## config.mk

```make
export PLATFORM = sky130hd
export DESIGN_NAME = md2_message_digest_top
export DESIGN_NICKNAME = d
export VERILOG_FILES = /design/src/design/md2_pkg.sv /design/src/design/md2_datapath.sv /design/src/design/md2_message_digest_top.sv
export SDC_FILE = /design/constraint.sdc
export NUM_CORES = 2
export LEC_CHECK = 0
export ABC_AREA = 1
export BUFFER_PORTS_ARGS = -buffer_cell sky130_fd_sc_hd__buf_4
export CAP_MARGIN = 20
export CORE_AREA = 2 2 329 331
export CTS_CLUSTER_DIAMETER = 120
export DETAILED_ROUTE_END_ITERATION = 10
export DIE_AREA = 0 0 331 333
export MAX_ROUTING_LAYER = met4
export PLACE_DENSITY = 0.55
export REMOVE_ABC_BUFFERS = 1
export SETUP_SLACK_MARGIN = 0.15
export SYNTH_ARGS = -nofsm -noshare
export SYNTH_HDL_FRONTEND = slang
export SYNTH_HIERARCHICAL = 1
export SYNTH_SLANG_ARGS = --single-unit
```

## constraint.sdc

```tcl
create_clock -name i_clk -period 17.4 [get_ports i_clk]
set_input_delay 5.22 -clock i_clk [delete_from_list [all_inputs] [get_ports i_clk]]
set_output_delay 5.22 -clock i_clk [all_outputs]
set_load 0.1 [all_outputs]
```

## src/design/md2_pkg.sv

```systemverilog
// md2_pkg: shared constants, datapath control types and the MD2 S-box table.
// No dependencies; used by md2_datapath and md2_message_digest_top.
package md2_pkg;

    localparam int BLK_BYTES   = 16;
    localparam int STATE_BYTES = 48;
    localparam int ROUNDS      = 18;

    localparam int FILL_W = $clog2(BLK_BYTES);
    localparam int CNT_W  = $clog2(STATE_BYTES);
    localparam int RND_W  = $clog2(ROUNDS);

    // Datapath operations, one per cycle
    typedef enum logic [2:0] {
        OP_NONE,
        OP_CLEAR,
        OP_SHIFT_BYTE,
        OP_LOAD_CK,
        OP_LOAD_X,
        OP_CK_STEP,
        OP_RND_STEP
    } t_dp_op;

    typedef struct packed {
        t_dp_op           op;
        logic [7:0]       data_byte;  // byte shifted into the block buffer
        logic             t_zero;     // load: start the round chain from zero
        logic             last;       // final step of a checksum pass or a round
        logic [RND_W-1:0] rnd;        // round number added at the end of a round
    } t_dp_ctrl;

    localparam logic [7:0] SBOX [256] = '{
        8'd41,  8'd46,  8'd67,  8'd201, 8'd162, 8'd216, 8'd124, 8'd1,
        8'd61,  8'd54,  8'd84,  8'd161, 8'd236, 8'd240, 8'd6,   8'd19,
        8'd98,  8'd167, 8'd5,   8'd243, 8'd192, 8'd199, 8'd115, 8'd140,
        8'd152, 8'd147, 8'd43,  8'd217, 8'd188, 8'd76,  8'd130, 8'd202,
        8'd30,  8'd155, 8'd87,  8'd60,  8'd253, 8'd212, 8'd224, 8'd22,
        8'd103, 8'd66,  8'd111, 8'd24,  8'd138, 8'd23,  8'd229, 8'd18,
        8'd190, 8'd78,  8'd196, 8'd214, 8'd218, 8'd158, 8'd222, 8'd73,
        8'd160, 8'd251, 8'd245, 8'd142, 8'd187, 8'd47,  8'd238, 8'd122,
        8'd169, 8'd104, 8'd121, 8'd145, 8'd21,  8'd178, 8'd7,   8'd63,
        8'd148, 8'd194, 8'd16,  8'd137, 8'd11,  8'd34,  8'd95,  8'd33,
        8'd128, 8'd127, 8'd93,  8'd154, 8'd90,  8'd144, 8'd50,  8'd39,
        8'd53,  8'd62,  8'd204, 8'd231, 8'd191, 8'd247, 8'd151, 8'd3,
        8'd255, 8'd25,  8'd48,  8'd179, 8'd72,  8'd165, 8'd181, 8'd209,
        8'd215, 8'd94,  8'd146, 8'd42,  8'd172, 8'd86,  8'd170, 8'd198,
        8'd79,  8'd184, 8'd56,  8'd210, 8'd150, 8'd164, 8'd125, 8'd182,
        8'd118, 8'd252, 8'd107, 8'd226, 8'd156, 8'd116, 8'd4,   8'd241,
        8'd69,  8'd157, 8'd112, 8'd89,  8'd100, 8'd113, 8'd135, 8'd32,
        8'd134, 8'd91,  8'd207, 8'd101, 8'd230, 8'd45,  8'd168, 8'd2,
        8'd27,  8'd96,  8'd37,  8'd173, 8'd174, 8'd176, 8'd185, 8'd246,
        8'd28,  8'd70,  8'd97,  8'd105, 8'd52,  8'd64,  8'd126, 8'd15,
        8'd85,  8'd71,  8'd163, 8'd35,  8'd221, 8'd81,  8'd175, 8'd58,
        8'd195, 8'd92,  8'd249, 8'd206, 8'd186, 8'd197, 8'd234, 8'd38,
        8'd44,  8'd83,  8'd13,  8'd110, 8'd133, 8'd40,  8'd132, 8'd9,
        8'd211, 8'd223, 8'd205, 8'd244, 8'd65,  8'd129, 8'd77,  8'd82,
        8'd106, 8'd220, 8'd55,  8'd200, 8'd108, 8'd193, 8'd171, 8'd250,
        8'd36,  8'd225, 8'd123, 8'd8,   8'd12,  8'd189, 8'd177, 8'd74,
        8'd120, 8'd136, 8'd149, 8'd139, 8'd227, 8'd99,  8'd232, 8'd109,
        8'd233, 8'd203, 8'd213, 8'd254, 8'd59,  8'd0,   8'd29,  8'd57,
        8'd242, 8'd239, 8'd183, 8'd14,  8'd102, 8'd88,  8'd208, 8'd228,
        8'd166, 8'd119, 8'd114, 8'd248, 8'd235, 8'd117, 8'd75,  8'd10,
        8'd49,  8'd68,  8'd80,  8'd180, 8'd143, 8'd237, 8'd31,  8'd26,
        8'd219, 8'd153, 8'd141, 8'd51,  8'd159, 8'd17,  8'd131, 8'd20
    };

    function automatic logic [7:0] sbox_lookup(input logic [7:0] idx);
        return SBOX[idx];
    endfunction

endpackage

```

## src/design/md2_datapath.sv

```systemverilog
// md2_datapath: block buffer, 48-byte hash state and checksum as rotating shift lines,
// with the single shared S-box lookup. Depends on md2_pkg; driven by the top-level sequencer.
module md2_datapath (
    input  logic                 i_clk,
    input  logic                 i_rst_n,
    input  md2_pkg::t_dp_ctrl    i_ctrl,
    output logic [7:0]           o_head [md2_pkg::BLK_BYTES]
);

    logic [7:0] r_buf [md2_pkg::BLK_BYTES];
    logic [7:0] n_buf [md2_pkg::BLK_BYTES];
    logic [7:0] r_x   [md2_pkg::STATE_BYTES];
    logic [7:0] n_x   [md2_pkg::STATE_BYTES];
    logic [7:0] r_ck  [md2_pkg::BLK_BYTES];
    logic [7:0] n_ck  [md2_pkg::BLK_BYTES];
    logic [7:0] r_t;
    logic [7:0] n_t;

    logic [7:0] s_idx;
    logic [7:0] s_val;
    logic [7:0] ck_new;
    logic [7:0] x_new;

    // Shared S-box: checksum steps index by buffer head xor chain, rounds by chain
    always_comb begin
        s_idx  = (i_ctrl.op == md2_pkg::OP_CK_STEP) ? (r_buf[0] ^ r_t) : r_t;
        s_val  = md2_pkg::sbox_lookup(s_idx);
        ck_new = r_ck[0] ^ s_val;
        x_new  = r_x[0] ^ s_val;
    end

    // Next-state selection per operation
    always_comb begin
        n_buf = r_buf;
        n_x   = r_x;
        n_ck  = r_ck;
        n_t   = r_t;
        unique case (i_ctrl.op)
            md2_pkg::OP_NONE: begin
            end
            md2_pkg::OP_CLEAR: begin
                n_x  = '{default: '0};
                n_ck = '{default: '0};
                n_t  = '0;
            end
            md2_pkg::OP_SHIFT_BYTE: begin
                for (int i = 0; i < md2_pkg::BLK_BYTES - 1; i++) begin
                    n_buf[i] = r_buf[i+1];
                end
                n_buf[md2_pkg::BLK_BYTES-1] = i_ctrl.data_byte;
            end
            md2_pkg::OP_LOAD_CK: begin
                n_buf = r_ck;
            end
            md2_pkg::OP_LOAD_X: begin
                for (int i = 0; i < md2_pkg::BLK_BYTES; i++) begin
                    n_x[i + md2_pkg::BLK_BYTES]     = r_buf[i];
                    n_x[i + 2 * md2_pkg::BLK_BYTES] = r_buf[i] ^ r_x[i];
                end
                n_t = i_ctrl.t_zero ? 8'd0 : r_ck[md2_pkg::BLK_BYTES-1];
            end
            md2_pkg::OP_CK_STEP: begin
                // rotate buffer, shift checksum with the new byte at the tail
                for (int i = 0; i < md2_pkg::BLK_BYTES - 1; i++) begin
                    n_buf[i] = r_buf[i+1];
                    n_ck[i]  = r_ck[i+1];
                end
                n_buf[md2_pkg::BLK_BYTES-1] = r_buf[0];
                n_ck[md2_pkg::BLK_BYTES-1]  = ck_new;
                n_t = i_ctrl.last ? 8'd0 : ck_new;
            end
            md2_pkg::OP_RND_STEP: begin
                for (int i = 0; i < md2_pkg::STATE_BYTES - 1; i++) begin
                    n_x[i] = r_x[i+1];
                end
                n_x[md2_pkg::STATE_BYTES-1] = x_new;
                n_t = i_ctrl.last ? (x_new + {{(8 - md2_pkg::RND_W){1'b0}}, i_ctrl.rnd})
                                  : x_new;
            end
            default: begin
            end
        endcase
    end

    // Hash state, checksum and chain value reset to zero
    always_ff @(posedge i_clk) begin
        if (!i_rst_n) begin
            r_x  <= '{default: '0};
            r_ck <= '{default: '0};
            r_t  <= '0;
        end else begin
            r_x  <= n_x;
            r_ck <= n_ck;
            r_t  <= n_t;
        end
    end

    // Block buffer needs no reset: padding overwrites unfilled positions
    always_ff @(posedge i_clk) begin
        r_buf <= n_buf;
    end

    always_comb begin
        for (int i = 0; i < md2_pkg::BLK_BYTES; i++) begin
            o_head[i] = r_x[i];
        end
    end

endmodule

```

## src/design/md2_message_digest_top.sv

```systemverilog
// md2_message_digest_top: MD2 digest, one byte per beat, with sequencer and output register.
// Each full block: 1 load step, 16 checksum steps and 18 x 48 S-box steps through the single
// S-box lookup; a byte that completes no block keeps the block ready. End of message: up to 16
// pad bytes, a fold of the pad block, a checksum copy, a fold of the checksum (load and round
// steps only), then emit, later while the previous digest is still held. Not ready while
// padding, folding or emitting. Synchronous active-low reset clears hash state and checksum.
module md2_message_digest_top (
    input  logic        i_clk,
    input  logic        i_rst_n,
    input  logic        i_in_valid,
    output logic        o_in_ready,
    input  logic [7:0]  i_msg_byte,
    input  logic        i_byte_present,
    input  logic        i_end_of_message,
    output logic        o_out_valid,
    input  logic        i_out_ready,
    output logic [63:0] o_digest_high,
    output logic [63:0] o_digest_low
);

    localparam int FW = md2_pkg::FILL_W;
    localparam int CW = md2_pkg::CNT_W;
    localparam int RW = md2_pkg::RND_W;

    typedef enum logic [2:0] {
        S_IDLE,
        S_PAD,
        S_LOAD,
        S_CKSUM,
        S_ROUND,
        S_COPY,
        S_EMIT
    } t_state;

    typedef enum logic [1:0] {
        K_MSG,
        K_PAD,
        K_FINAL
    } t_kind;

    t_state            r_state,   n_state;
    t_kind             r_kind,    n_kind;
    logic [FW-1:0]     r_fill,    n_fill;
    logic              r_end,     n_end;
    logic [FW:0]       r_pad,     n_pad;
    logic [CW-1:0]     r_cnt,     n_cnt;
    logic [RW-1:0]     r_rnd,     n_rnd;
    logic              r_out_valid, n_out_valid;
    logic [63:0]       r_dig_hi,  n_dig_hi;
    logic [63:0]       r_dig_lo,  n_dig_lo;

    md2_pkg::t_dp_ctrl ctrl;
    logic [7:0]        head [md2_pkg::BLK_BYTES];
    logic              in_beat;
    logic              slot_free;
    logic [FW-1:0]     fill_inc;

    assign o_in_ready = (r_state == S_IDLE);
    assign in_beat    = i_in_valid && o_in_ready;
    assign slot_free  = !r_out_valid || i_out_ready;
    assign fill_inc   = r_fill + 1'b1;

    md2_datapath u_dp (
        .i_clk   (i_clk),
        .i_rst_n (i_rst_n),
        .i_ctrl  (ctrl),
        .o_head  (head)
    );

    // Sequencer: next state and datapath control
    always_comb begin
        n_state     = r_state;
        n_kind      = r_kind;
        n_fill      = r_fill;
        n_end       = r_end;
        n_pad       = r_pad;
        n_cnt       = r_cnt;
        n_rnd       = r_rnd;
        n_out_valid = r_out_valid && !i_out_ready;
        n_dig_hi    = r_dig_hi;
        n_dig_lo    = r_dig_lo;

        ctrl           = '0;
        ctrl.op        = md2_pkg::OP_NONE;
        ctrl.data_byte = {{(7 - FW){1'b0}}, r_pad};
        ctrl.t_zero    = (r_kind == K_FINAL);
        ctrl.rnd       = r_rnd;

        unique case (r_state)
            S_IDLE: begin
                if (in_beat) begin
                    if (i_byte_present) begin
                        ctrl.op        = md2_pkg::OP_SHIFT_BYTE;
                        ctrl.data_byte = i_msg_byte;
                        n_fill         = fill_inc;
                        if (r_fill == FW'(md2_pkg::BLK_BYTES - 1)) begin
                            n_kind  = K_MSG;
                            n_end   = i_end_of_message;
                            n_state = S_LOAD;
                        end else if (i_end_of_message) begin
                            n_pad   = (FW+1)'(md2_pkg::BLK_BYTES) - {1'b0, fill_inc};
                            n_state = S_PAD;
                        end
                    end else if (i_end_of_message) begin
                        n_pad   = (FW+1)'(md2_pkg::BLK_BYTES) - {1'b0, r_fill};
                        n_state = S_PAD;
                    end
                end
            end
            S_PAD: begin
                ctrl.op = md2_pkg::OP_SHIFT_BYTE;
                n_fill  = fill_inc;
                if (r_fill == FW'(md2_pkg::BLK_BYTES - 1)) begin
                    n_kind  = K_PAD;
                    n_state = S_LOAD;
                end
            end
            S_LOAD: begin
                ctrl.op = md2_pkg::OP_LOAD_X;
                n_cnt   = '0;
                n_rnd   = '0;
                n_state = (r_kind == K_FINAL) ? S_ROUND : S_CKSUM;
            end
            S_CKSUM: begin
                ctrl.op   = md2_pkg::OP_CK_STEP;
                ctrl.last = (r_cnt == CW'(md2_pkg::BLK_BYTES - 1));
                n_cnt     = r_cnt + 1'b1;
                if (ctrl.last) begin
                    n_cnt   = '0;
                    n_state = S_ROUND;
                end
            end
            S_ROUND: begin
                ctrl.op   = md2_pkg::OP_RND_STEP;
                ctrl.last = (r_cnt == CW'(md2_pkg::STATE_BYTES - 1));
                n_cnt     = r_cnt + 1'b1;
                if (ctrl.last) begin
                    n_cnt = '0;
                    n_rnd = r_rnd + 1'b1;
                    if (r_rnd == RW'(md2_pkg::ROUNDS - 1)) begin
                        unique case (r_kind)
                            K_MSG: begin
                                // block done; a pending end pads a whole block
                                if (r_end) begin
                                    n_pad   = (FW+1)'(md2_pkg::BLK_BYTES);
                                    n_state = S_PAD;
                                end else begin
                                    n_state = S_IDLE;
                                end
                            end
                            K_PAD:   n_state = S_COPY;
                            K_FINAL: n_state = S_EMIT;
                            default: n_state = S_IDLE;
                        endcase
                    end
                end
            end
            S_COPY: begin
                ctrl.op = md2_pkg::OP_LOAD_CK;
                n_kind  = K_FINAL;
                n_state = S_LOAD;
            end
            S_EMIT: begin
                if (slot_free) begin
                    for (int i = 0; i < 8; i++) begin
                        n_dig_hi[63 - 8*i -: 8] = head[i];
                        n_dig_lo[63 - 8*i -: 8] = head[i + 8];
                    end
                    n_out_valid = 1'b1;
                    ctrl.op     = md2_pkg::OP_CLEAR;
                    n_fill      = '0;
                    n_end       = 1'b0;
                    n_kind      = K_MSG;
                    n_state     = S_IDLE;
                end
            end
            default: n_state = S_IDLE;
        endcase
    end

    // State and registered outputs
    always_ff @(posedge i_clk) begin
        if (!i_rst_n) begin
            r_state     <= S_IDLE;
            r_kind      <= K_MSG;
            r_fill      <= '0;
            r_end       <= 1'b0;
            r_cnt       <= '0;
            r_rnd       <= '0;
            r_out_valid <= 1'b0;
        end else begin
            r_state     <= n_state;
            r_kind      <= n_kind;
            r_fill      <= n_fill;
            r_end       <= n_end;
            r_cnt       <= n_cnt;
            r_rnd       <= n_rnd;
            r_out_valid <= n_out_valid;
        end
        r_pad    <= n_pad;
        r_dig_hi <= n_dig_hi;
        r_dig_lo <= n_dig_lo;
    end

    assign o_out_valid   = r_out_valid;
    assign o_digest_high = r_dig_hi;
    assign o_digest_low  = r_dig_lo;

endmodule

```

==> metrics.txt <==
first-pass GRT wire length=177000 µm; Top cell by count, worst path=nand2_1; IO Pins=144; Post-Syn Area=37100 µm²; Final setup viols=0; yosys warns=6; Power per Cell Area=183 nW/µm²; routability congestion estimate=1.01; die area=110000 µm²; sequential area share after synthesis=50.4%; vias in the first global route=29.4k; CP Data Arrival Time=11.73 ns; Tot GR Track Use=21.0%; WS Path Type=primary input to flip-flop; setup slack, reg-to-reg=10.36 ns; max_slew headroom=18.0%; Crit-path slowest cell=inv_6; # DRC=0; Port Buffer Count=143; RSZ-0062 raised after global routing=no; Syn Inst Count=4688; CTS max path bufs=3; core area=107000 µm²; gr ovfl total=0; CTS tree=yes; WHS Path Cells=2; CTS sink cnt=803; H-tree depth=3; hold endpoint=u_dp/r_ck[26]$_SDFFE_PN0P_; CTS clk-pin slew, worst paths=0.06 ns; Routed Antenna Nets=0; DIE HEIGHT=333 µm; HP Class=flip-flop to flip-flop; nets@finish=4589; final WL=115000 µm; Die Wd=331 µm; Area contributors post-synth=dfxtp_1 29%, edfxtp_1 21%, nand2_1 15%; DP Cell Count=5861; WP data required=17.96 ns; stages on the worst setup path=35; standard-cell rows=120; distinct cell type count after synthesis=45; Design Area, Final=41200 µm²; hold buffers post-CTS=0; antenna violations before repair=2; setup bufs post-CTS=0; Seq cells post-synth=803; initial core utilization=34.8%; layout cells sized above 1=8.85%; Synth area leader=dfxtp_1; Synth Area per Inst=7.92 µm²; Layout area overhead=11.0%; peak supply drop=0.137 mV; Critical Path Fanout Max=72; Least-Margin Pin Slew=1.23 ns; CP delay by family, top=simple AND/OR/NAND/NOR gates; Initial DRC Count=2465; clock latency on the worst-skew pair=0.66 ns; ys flop type=dfxtp_1; status=completed; R2R depth=35; maximum operating frequency=89.6 MHz; WL per Instance=19.0 µm; routed vias/inst=5.11; Post-DP HPWL=70100 µm; post_cts resized=0; Critical Path End Type=flip-flop; drt pass-1 iters=5; Final Cycle Share=64.2%; top cell type's share of synthesized area=29.2%; slowest cell delay on critical path=0.58 ns; Post-synth ARST share=0%; CTS Buf Count=88; Clock Root Buffer=clkbuf_16; max-cap violations=0; Placed Instance Area=38300 µm²; final-report hold violation count=0; largest net degree at the start of global routing=196; r2r startpoint=r_state[2]$_SDFFE_PN0P_; worst r2r dst=u_dp/r_t[6]$_SDFFE_PN0P_; HP Start=u_dp/r_ck[18]$_SDFFE_PN0P_; Post-synth EDFFs=261; Max Slew Vio Count=0; fin cells=6028; post-route minimum period=11.17 ns; top-count cell post-synth=nand2_1; Worst Path Buf+Inv=7; via count=30.8k; crit start category=primary input; Leak Pwr=15.8 nW; Worst Clk Skew=0.0332 ns; synth cell count leaders=1493 x nand2_1, 542 x dfxtp_1, 445 x nand3_1, 395 x inv_1, 305 x a21oi_1
-- cells in the final DEF (no fill, tap or decap), types with 5 or more instances in the layout --
master | synthesis | routed
clkbuf_16 | 0 | 91
a21oi_1 | 305 | 305
buf_4 | 136 | 179
o21ai_1 | 10 | 10
nand2_1 | 1493 | 1489
a31oi_1 | 77 | 77
inv_2 | 13 | 11
o21ai_0 | 85 | 84
a221oi_1 | 52 | 52
o211ai_1 | 19 | 19
o22ai_1 | 5 | 5
dfxtp_1 | 542 | 542
xnor2_1 | 84 | 84
ha_1 | 26 | 26
nand2_2 | 9 | 9
inv_1 | 395 | 394
clkinv_2 | 0 | 7
xor2_1 | 8 | 8
nand2_4 | 2 | 6
nor2_1 | 220 | 217
nand4_1 | 15 | 15
nor3_1 | 7 | 6
inv_6 | 0 | 7
clkbuf_8 | 0 | 19
clkbuf_1 | 205 | 38
or2_2 | 47 | 46
nand3_1 | 445 | 445
edfxtp_1 | 261 | 261
o221ai_1 | 122 | 122
nand3b_1 | 6 | 6
-- kinds of logic after synthesis --
family                   after synthesis  share of synthesized area, %
AO/OA/AOI/OAI                        681                          11.4
XOR/XNOR                              93                          2.25
adder cells (fa/ha/maj)               27                         0.930
buffers and inverters                825                          9.84
flip-flops                           803                          50.4
multiplexers                           6                         0.179
AND/OR/NAND/NOR                     2253                          25.0
-- how the worst max path moves through the flow --
stage                      startpoint                  endpoint  slack, ns
final                     i_out_ready  u_dp/r_t[6]$_SDFFE_PN0P_       6.23
after global routing      i_out_ready  u_dp/r_t[6]$_SDFFE_PN0P_       5.75
after CTS                 i_out_ready  u_dp/r_t[6]$_SDFFE_PN0P_       6.32
after detailed placement  i_out_ready  u_dp/r_t[6]$_SDFFE_PN0P_       5.64
after global placement    i_out_ready  u_dp/r_t[6]$_SDFFE_PN0P_       5.68
after floorplan           i_out_ready   u_dp/r_buf[6]$_DFFE_PP_      -7.63
-- through the flow --
stage	total power [mW]	setup WS, ns	setup TNS, ns	utilization [%]	hold slack, ns
2_1_floorplan	4.77	-7.63	-2130.36	-	0.445
3_3_place_gp	5.68	5.68	0	35.9	0.454
3_5_place_dp	5.69	5.64	0	35.9	0.461
4_1_cts	7.59	6.32	0	38.6	0.444
5_1_grt	8.00	5.75	0	38.7	0.470
6_report	7.53	6.23	0	38.7	0.450
-- per-layer routing --
layer	track usage, %	part of all wire [%]
met1	27.8	46
met2	33.5	47
met3	2.73	4.4
met4	6.35	2.7
met5	-	0
-- flip-flops by register name (all words and copies together) (netlist names) --
register and cells:
u_dp/r_t 8, o_out_valid 1, u_dp/o_head 128, u_dp/r_ck 128, r_state 3, o_digest_high 64
u_dp/r_buf 128, o_digest_low 64, r_rnd 5, r_kind 2, r_end 1, r_pad 5
u_dp/r_x 256, r_fill 4, r_cnt 6
-- area by class of cell --
type / count / area [µm²]
Fill cell: 11000 / 65400
Tap cell: 1403 / 1760
Clock buffer: 148 / 2680
Clock inverter: 17 / 233
Antenna cell: 2 / 5.00
Inverter: 412 / 1580
Timing Repair Buffer: 183 / 1420
Multi-Input combinational cell: 3060 / 14900
Sequential cell: 803 / 18700
-- power breakdown --
part / total, mW / switching [mW] / internal (mW)
Sequential: 2.83 / 0.307 / 2.53
Combinational: 2.82 / 2.04 / 0.777
Clock: 1.87 / 0.764 / 1.11
-- worst reg2reg max path: cells and delay by family, from the launching register on --
| family | cells | cell delay (ns) |
|---|---|---|
| and+or+nand+nor | 22 | 3.16 |
| buffers and inverters | 7 | 1.32 |
| adders and majority gates | 3 | 1.16 |
| AOI/OAI and AO/OA | 3 | 0.88 |
| DFF | 1 | 0.46 |
Note: power is estimated with default switching activity, not from simulation.
